===== src/hw/rtl/hns_pkg.sv =====
// Shared types and constants for the integer hypotenuse core.
// Holds the controller/datapath command and status bundles; no dependencies.
package hns_pkg;

    localparam int LEN_W = 16;

    typedef struct packed {
        logic load;        // capture component magnitudes
        logic square;      // register both squares
        logic sum;         // form val
        logic guess_val;   // start guess = val
        logic div_start;   // launch the shared divider
        logic div_diff;    // divisor is |mx-my| rather than the guess
        logic take_q;      // start guess = quotient
        logic newton;      // guess = (val/guess + guess) / 2
        logic res_load;    // capture result
        logic res_zero;    // result is zero instead of the guess
        logic out_load;    // move result into the output register
    } t_cmd;

    typedef struct packed {
        logic val_zero;
        logic mag_eq;
        logic div_done;
        logic quo_zero;
        logic stop;        // Newton step did not shrink the guess, or hit one or zero
    } t_sts;

endpackage


===== src/hw/rtl/hns_div.sv =====
// Iterative restoring divider, one quotient bit per cycle.
// Used by hns_dpath for every division of the Newton loop; no package use.
module hns_div #(
    parameter int VAL_W = 32
) (
    input  logic             i_clk,
    input  logic             i_rst_n,
    input  logic             i_start,
    input  logic [VAL_W-1:0] i_num,
    input  logic [VAL_W-1:0] i_den,
    output logic             o_done,
    output logic [VAL_W-1:0] o_quo
);

    localparam int CNT_W = $clog2(VAL_W);

    logic             r_busy;
    logic             r_done;
    logic [CNT_W-1:0] r_cnt;
    logic [VAL_W:0]   r_rem;
    logic [VAL_W-1:0] r_quo;
    logic [VAL_W-1:0] r_den;

    logic [VAL_W:0]   n_shift;
    logic [VAL_W:0]   n_diff;
    logic             n_fit;

    always_comb begin
        n_shift = {r_rem[VAL_W-1:0], r_quo[VAL_W-1]};
        n_diff  = n_shift - {1'b0, r_den};
        n_fit   = (n_shift >= {1'b0, r_den});
    end

    always_ff @(posedge i_clk) begin
        if (!i_rst_n) begin
            r_busy <= 1'b0;
            r_done <= 1'b0;
            r_cnt  <= '0;
        end else begin
            r_done <= 1'b0;
            if (i_start) begin
                r_busy <= 1'b1;
                r_cnt  <= '0;
            end else if (r_busy) begin
                r_cnt <= r_cnt + 1'b1;
                if (r_cnt == CNT_W'(VAL_W - 1)) begin
                    r_busy <= 1'b0;
                    r_done <= 1'b1;
                end
            end
        end
    end

    always_ff @(posedge i_clk) begin
        if (i_start) begin
            r_rem <= '0;
            r_quo <= i_num;
            r_den <= i_den;
        end else if (r_busy) begin
            r_rem <= n_fit ? n_diff : n_shift;
            r_quo <= {r_quo[VAL_W-2:0], n_fit};
        end
    end

    assign o_done = r_done;
    assign o_quo  = r_quo;

endmodule


===== src/hw/rtl/hns_dpath.sv =====
// Datapath: magnitudes, squares, sum, guess registers and Newton update.
// Depends on hns_pkg for command/status types and on hns_div.
module hns_dpath #(
    parameter int COMP_WIDTH = 16
) (
    input  logic                         i_clk,
    input  logic                         i_rst_n,
    input  hns_pkg::t_cmd                i_cmd,
    input  logic signed [COMP_WIDTH-1:0] i_comp_x,
    input  logic signed [COMP_WIDTH-1:0] i_comp_y,
    output hns_pkg::t_sts                o_sts,
    output logic [hns_pkg::LEN_W-1:0]    o_length
);

    import hns_pkg::*;

    localparam int VAL_W = 2 * COMP_WIDTH;

    logic [COMP_WIDTH-1:0] r_mx;
    logic [COMP_WIDTH-1:0] r_my;
    logic [VAL_W-1:0]      r_sqx;
    logic [VAL_W-1:0]      r_sqy;
    logic [VAL_W-1:0]      r_val;
    logic [VAL_W-1:0]      r_guess;
    logic [LEN_W-1:0]      r_res;
    logic [LEN_W-1:0]      r_length;

    logic [COMP_WIDTH-1:0] n_mx;
    logic [COMP_WIDTH-1:0] n_my;
    logic [COMP_WIDTH-1:0] n_diff;
    logic [VAL_W-1:0]      n_den;
    logic [VAL_W:0]        n_sum;
    logic [VAL_W-1:0]      n_guess;
    logic                  div_done;
    logic [VAL_W-1:0]      div_quo;

    // Most negative input negates to 2^(W-1), exact as unsigned
    assign n_mx = i_comp_x[COMP_WIDTH-1] ? (~i_comp_x + 1'b1) : i_comp_x;
    assign n_my = i_comp_y[COMP_WIDTH-1] ? (~i_comp_y + 1'b1) : i_comp_y;

    assign n_diff  = (r_mx > r_my) ? (r_mx - r_my) : (r_my - r_mx);
    assign n_den   = i_cmd.div_diff ? VAL_W'(n_diff) : r_guess;
    assign n_sum   = {1'b0, div_quo} + {1'b0, r_guess};
    assign n_guess = n_sum[VAL_W:1];

    hns_div #(
        .VAL_W (VAL_W)
    ) u_div (
        .i_clk   (i_clk),
        .i_rst_n (i_rst_n),
        .i_start (i_cmd.div_start),
        .i_num   (r_val),
        .i_den   (n_den),
        .o_done  (div_done),
        .o_quo   (div_quo)
    );

    always_ff @(posedge i_clk) begin
        if (i_cmd.load) begin
            r_mx <= n_mx;
            r_my <= n_my;
        end
        if (i_cmd.square) begin
            r_sqx <= r_mx * r_mx;
            r_sqy <= r_my * r_my;
        end
        if (i_cmd.sum) begin
            r_val <= r_sqx + r_sqy;
        end
        if (i_cmd.guess_val) begin
            r_guess <= r_val;
        end else if (i_cmd.take_q) begin
            r_guess <= div_quo;
        end else if (i_cmd.newton) begin
            r_guess <= n_guess;
        end
        if (i_cmd.res_load) begin
            r_res <= i_cmd.res_zero ? '0 : LEN_W'(r_guess);
        end
        if (i_cmd.out_load) begin
            r_length <= r_res;
        end
    end

    always_comb begin
        o_sts.val_zero = (r_val == '0);
        o_sts.mag_eq   = (r_mx == r_my);
        o_sts.div_done = div_done;
        o_sts.quo_zero = (div_quo == '0);
        o_sts.stop     = (n_guess == VAL_W'(1)) || (n_guess >= r_guess)
                         || (n_guess == '0);
    end

    assign o_length = r_length;

endmodule


===== src/hw/rtl/hns_ctrl.sv =====
// Controller: sequences load, square, sum, start division and Newton steps.
// Depends on hns_pkg for command/status types; drives hns_dpath.
module hns_ctrl (
    input  logic          i_clk,
    input  logic          i_rst_n,
    input  logic          i_in_valid,
    output logic          o_in_stall,
    output logic          o_out_valid,
    input  logic          i_out_stall,
    input  hns_pkg::t_sts i_sts,
    output hns_pkg::t_cmd o_cmd
);

    import hns_pkg::*;

    localparam logic [2:0] ST_IDLE = 3'd0;
    localparam logic [2:0] ST_SQR  = 3'd1;
    localparam logic [2:0] ST_SUM  = 3'd2;
    localparam logic [2:0] ST_CHK  = 3'd3;
    localparam logic [2:0] ST_DIV0 = 3'd4;
    localparam logic [2:0] ST_STEP = 3'd5;
    localparam logic [2:0] ST_DIVN = 3'd6;
    localparam logic [2:0] ST_DONE = 3'd7;

    logic [2:0] r_state;
    logic [2:0] n_state;
    logic       r_out_valid;
    logic       n_out_valid;
    logic       out_free;

    assign out_free = !r_out_valid || !i_out_stall;

    always_comb begin
        n_state = r_state;
        o_cmd   = '0;
        case (r_state)
            ST_IDLE: begin
                if (i_in_valid) begin
                    o_cmd.load = 1'b1;
                    n_state    = ST_SQR;
                end
            end
            ST_SQR: begin
                o_cmd.square = 1'b1;
                n_state      = ST_SUM;
            end
            ST_SUM: begin
                o_cmd.sum = 1'b1;
                n_state   = ST_CHK;
            end
            ST_CHK: begin
                if (i_sts.val_zero) begin
                    o_cmd.res_load = 1'b1;
                    o_cmd.res_zero = 1'b1;
                    n_state        = ST_DONE;
                end else if (i_sts.mag_eq) begin
                    o_cmd.guess_val = 1'b1;
                    n_state         = ST_STEP;
                end else begin
                    o_cmd.div_start = 1'b1;
                    o_cmd.div_diff  = 1'b1;
                    n_state         = ST_DIV0;
                end
            end
            ST_DIV0: begin
                if (i_sts.div_done) begin
                    if (i_sts.quo_zero) begin
                        o_cmd.res_load = 1'b1;
                        o_cmd.res_zero = 1'b1;
                        n_state        = ST_DONE;
                    end else begin
                        o_cmd.take_q = 1'b1;
                        n_state      = ST_STEP;
                    end
                end
            end
            ST_STEP: begin
                o_cmd.div_start = 1'b1;
                n_state         = ST_DIVN;
            end
            ST_DIVN: begin
                if (i_sts.div_done) begin
                    // return the guess from before a step that failed to shrink or reached one or zero
                    if (i_sts.stop) begin
                        o_cmd.res_load = 1'b1;
                        n_state        = ST_DONE;
                    end else begin
                        o_cmd.newton = 1'b1;
                        n_state      = ST_STEP;
                    end
                end
            end
            ST_DONE: begin
                if (out_free) begin
                    o_cmd.out_load = 1'b1;
                    n_state        = ST_IDLE;
                end
            end
            default: begin
                n_state = ST_IDLE;
            end
        endcase
    end

    always_comb begin
        n_out_valid = r_out_valid;
        if (o_cmd.out_load) begin
            n_out_valid = 1'b1;
        end else if (!i_out_stall) begin
            n_out_valid = 1'b0;
        end
    end

    always_ff @(posedge i_clk) begin
        if (!i_rst_n) begin
            r_state     <= ST_IDLE;
            r_out_valid <= 1'b0;
        end else begin
            r_state     <= n_state;
            r_out_valid <= n_out_valid;
        end
    end

    assign o_in_stall  = (r_state != ST_IDLE);
    assign o_out_valid = r_out_valid;

endmodule


===== src/hw/rtl/hypotenuse_newton_sqrt_core.sv =====
// Integer hypotenuse core: length = Newton square root of x^2 + y^2.
// Runs one division for the start guess and one per Newton step taken
// (no start division when |x| equals |y|); each division runs one quotient
// bit per cycle on the single shared divider. One word in flight at a time.
// Synchronous active-low reset clears the controller and output valid.
// Depends on hns_pkg, hns_ctrl, hns_dpath and hns_div.
module hypotenuse_newton_sqrt_core #(
    parameter int COMP_WIDTH = 16
) (
    input  logic                         i_clk,
    input  logic                         i_rst_n,
    input  logic                         i_in_valid,
    output logic                         o_in_stall,
    input  logic signed [COMP_WIDTH-1:0] i_comp_x,
    input  logic signed [COMP_WIDTH-1:0] i_comp_y,
    output logic                         o_out_valid,
    input  logic                         i_out_stall,
    output logic [hns_pkg::LEN_W-1:0]    o_length
);

    import hns_pkg::*;

    t_cmd cmd;
    t_sts sts;

    hns_ctrl u_ctrl (
        .i_clk       (i_clk),
        .i_rst_n     (i_rst_n),
        .i_in_valid  (i_in_valid),
        .o_in_stall  (o_in_stall),
        .o_out_valid (o_out_valid),
        .i_out_stall (i_out_stall),
        .i_sts       (sts),
        .o_cmd       (cmd)
    );

    hns_dpath #(
        .COMP_WIDTH (COMP_WIDTH)
    ) u_dpath (
        .i_clk    (i_clk),
        .i_rst_n  (i_rst_n),
        .i_cmd    (cmd),
        .i_comp_x (i_comp_x),
        .i_comp_y (i_comp_y),
        .o_sts    (sts),
        .o_length (o_length)
    );

endmodule

===== config.mk =====
export PLATFORM = sky130hd
export DESIGN_NAME = hypotenuse_newton_sqrt_core
export DESIGN_NICKNAME = d
export VERILOG_FILES = /design/src/hw/rtl/hns_pkg.sv /design/src/hw/rtl/hns_div.sv /design/src/hw/rtl/hns_dpath.sv /design/src/hw/rtl/hns_ctrl.sv /design/src/hw/rtl/hypotenuse_newton_sqrt_core.sv
export SDC_FILE = /design/constraint.sdc
export NUM_CORES = 2
export LEC_CHECK = 0
export ABC_AREA = 1
export BUFFER_PORTS_ARGS = -buffer_cell sky130_fd_sc_hd__buf_4
export CELL_PAD_IN_SITES_DETAIL_PLACEMENT = 1
export CELL_PAD_IN_SITES_GLOBAL_PLACEMENT = 2
export CORE_UTILIZATION = 37
export CTS_BUF_LIST = sky130_fd_sc_hd__clkbuf_4 sky130_fd_sc_hd__clkbuf_8
export CTS_CLUSTER_DIAMETER = 100
export DETAILED_ROUTE_END_ITERATION = 7
export GPL_TIMING_DRIVEN = 0
export PLACE_DENSITY_LB_ADDON = 0.1
export SLEW_MARGIN = 0
export SYNTH_ARGS = -nofsm -noshare
export SYNTH_HDL_FRONTEND = slang
export SYNTH_SLANG_ARGS = --single-unit

===== constraint.sdc =====
create_clock -name i_clk -period 5.8 [get_ports i_clk]
set_input_delay 1.16 -clock i_clk [delete_from_list [all_inputs] [get_ports i_clk]]
set_output_delay 1.16 -clock i_clk [all_outputs]
set_load 0.01 [all_outputs]

==> run metrics <==
status=complete, but fails checks; failing checks=setup timing; Worst Hold Path Cells=0; pin count of the biggest net entering global routing=42; initial antenna violation count=3; setup TNS=-1080 ps; Worst path slowest cell=fa_2; CP Max Fanout=10; clock latency on the worst-skew pair=730 ps; R2R cell count=22; Worst setup EP type=flip-flop; CTS tree=built; GRT Util Overall=0.254; Worst Skew=approximately 88 ps; Post-Synthesis Cells=4334; Yosys reg bits=297; cell taking the most area after synthesis=edfxtp_1; core area=92200 um2; via/cell ratio=4.89; Clock Tree Buf Depth=3; cell count along the critical path=22; Final ANT Viol Nets=0; Netlist cell types=slightly below 60; Total Routed Length=120 mm; leading register cell type out of synthesis=edfxtp_1; EDFF count, synth=254; Starting Density=0.376; Cell Chain, Critical Path=buf_8 > clkbuf_8 > nand2_1 > fa_1 > buf_4 > fa_1 > inv_2 > fa_1 > fa_2 > fa_1 > inv_2 > fa_2 > inv_2 > ha_4 > buf_4 > nand2_4 > nor4_4 > nand2_1 > o211ai_1 > buf_4 > a21oi_1 > xor2_1; Worst Setup Start Kind=flip-flop; most used cell, CP=fa_1; setup repair after global routing missed its margin=true; area grow syn2layout=16.7%; most frequent cells in the layout=nand2_1 (1012), inv_1 (906), ha_1 (334), fa_1 (324), nor2_1 (283); dpl hpwl=99.5 mm; row count=around 110; sequential fraction of the synthesis area=0.245; Mapped Area=between 30000 and 40000 um2; Max Slew Vio Count=0; Synth Area per Inst=around 8 um2; Slew @ Worst Pin=1300 ps; Vias=28600; Max Clock Freq=167 MHz; die width=slightly above 300 um; Synth Net Count=5059; total gr overflow=0; DRT Pass-1 Iters=5; critical path required time=6200 ps; number of remaining DRC errors=0; Setup CP Type=flip-flop to flip-flop; routed length per instance=20.4 um; Synth top area share=0.220; max incr delay on CP=between 500 and 600 ps; Hold Path Class=flip-flop to flip-flop; Hold Buf Count CTS=0; CTS H-tree depth=2; CP Buf/Inv Count=8; minimum clock period after layout=6000 ps; CTS Buf Count=57; DRT iter0 DRCs=1412; I/O pin total=54; Core Util, Final=0.439; share of layout cells above drive strength 1=0.127; period utilisation layout=1.03; # port buffers=51; Crit path max-delay family=adder cells; first-pass GRT wire length=182 mm; Fin. Hold Viols=0; MaxCap Viol Count=0; Synth Warn #=0; Sink Count=around 300; Async SR Flop Fraction=0; Max transition margin=0.133; Setup Viol. Count Final=9; gpl congestion=roughly 0.9; vias in the first global route=30800; final worst-path setup slack=-202 ps; fin nets=between 5000 and 6000; synth top area cells=edfxtp_1 (22%), fa_1 (19%), ha_1 (13%); Die Height=308 um; DIE AREA=95000 um2; Root Buffer=clkbuf_8; most common cell after layout, fill and taps aside=nand2_1; Reg clk slew, reported paths=about 60 ps; CP arrival=6400 ps
[path summary, 6_finish.rpt]
| check | slack, ps | startpoint | to |
|---|---|---|---|
| max | -200 | u_dpath.r_mx[6]$_DFFE_PP_ | u_dpath.r_sqx[28]$_DFFE_PP_ |
| max reg2reg | -200 | u_dpath.r_mx[6]$_DFFE_PP_ | u_dpath.r_sqx[28]$_DFFE_PP_ |
| min | 420 | u_dpath.r_res[6]$_SDFFCE_PP0P_ | u_dpath.o_length[6]$_DFFE_PP_ |
| min reg2reg | 420 | u_dpath.r_res[6]$_SDFFCE_PP0P_ | u_dpath.o_length[6]$_DFFE_PP_ |
[state kept, by name (all words and copies together) (netlist names)]
register	cells
u_dpath.u_div.o_quo	32
u_dpath.u_div.o_done	1
u_dpath.r_guess	32
u_dpath.u_div.r_cnt	5
u_dpath.u_div.r_den	32
u_dpath.r_mx	16
u_dpath.u_div.r_busy	1
u_dpath.u_div.r_rem	32
u_dpath.r_my	16
u_dpath.o_length	16
u_dpath.r_sqy	31
u_dpath.r_sqx	31
u_dpath.r_val	32
u_ctrl.r_state	3
u_dpath.r_res	16
u_ctrl.o_out_valid	1
[cells by family after synthesis]
group / synth area share
and+or+nand+nor: 0.185
buffers and inverters: 0.117
adders and majority gates: 0.320
AOI/OAI and AO/OA: 0.0885
DFF: 0.245
xor gates and xnor gates: 0.0442
[layer usage]
layer  part of all wire  vias to the layer above  track usage
met4              0.029                        0       0.0719
li1                   -                    14100            -
met2               0.50                      366        0.453
met3              0.022                      150       0.0206
met5                  0                        -            0
met1               0.45                    14100        0.328
[worst register-to-register path, delay by kind of cell, from the launching register on]
kind | cells | cell delay (ps)
flops | 1 | 480
buf+inv | 8 | 970
xor+xnor | 1 | 160
fa+ha+maj | 7 | 3380
compound gates | 2 | 260
simple gates | 4 | 510
[cell type report]
| cell class | instances | area, um2 |
|---|---|---|
| tap | 1243 | 1560 |
| inverter | 949 | 3570 |
| timing repair buffer | 188 | 1530 |
| antenna | 3 | 7.51 |
| sequential | 297 | 8490 |
| multi-input combinational | 2976 | 23100 |
| fill | 11200 | 51700 |
| buffer | 98 | 963 |
| clock inverter | 33 | 398 |
| clock buffer | 72 | 903 |
[synth_stat cells (32+ instances only)]
cell,number
nand4_1,39
ha_1,357
clkbuf_1,80
a21oi_1,208
nor2_1,295
nand2_1,1041
xor2_1,112
nand3_1,97
inv_1,944
o21ai_0,149
fa_1,332
edfxtp_1,254
dfxtp_1,43
xnor2_1,63
o21ai_1,32
[metrics by stage]
stage | worst slack (ps) | cells | hold WS, ps | cell area, um2
detailed placement | -1450 | 5631 | 406 | 36700
floorplan | 3.79 | 4334 | 400 | 34700
global placement | -1470 | 5628 | 402 | 36600
CTS | -294 | 5810 | 417 | 39600
finish | -202 | 5859 | 416 | 40500
global route | -390 | 5858 | 424 | 40500
[timing repair]
item                       CTS  global route
pin swaps                   49            90
setup endpoints to repair   43            45
buffers inserted            83            53
resized for setup          259           166
Power is not shown: default switching activity piles up to over one toggle a cycle in this logic, so the estimate is an artifact.
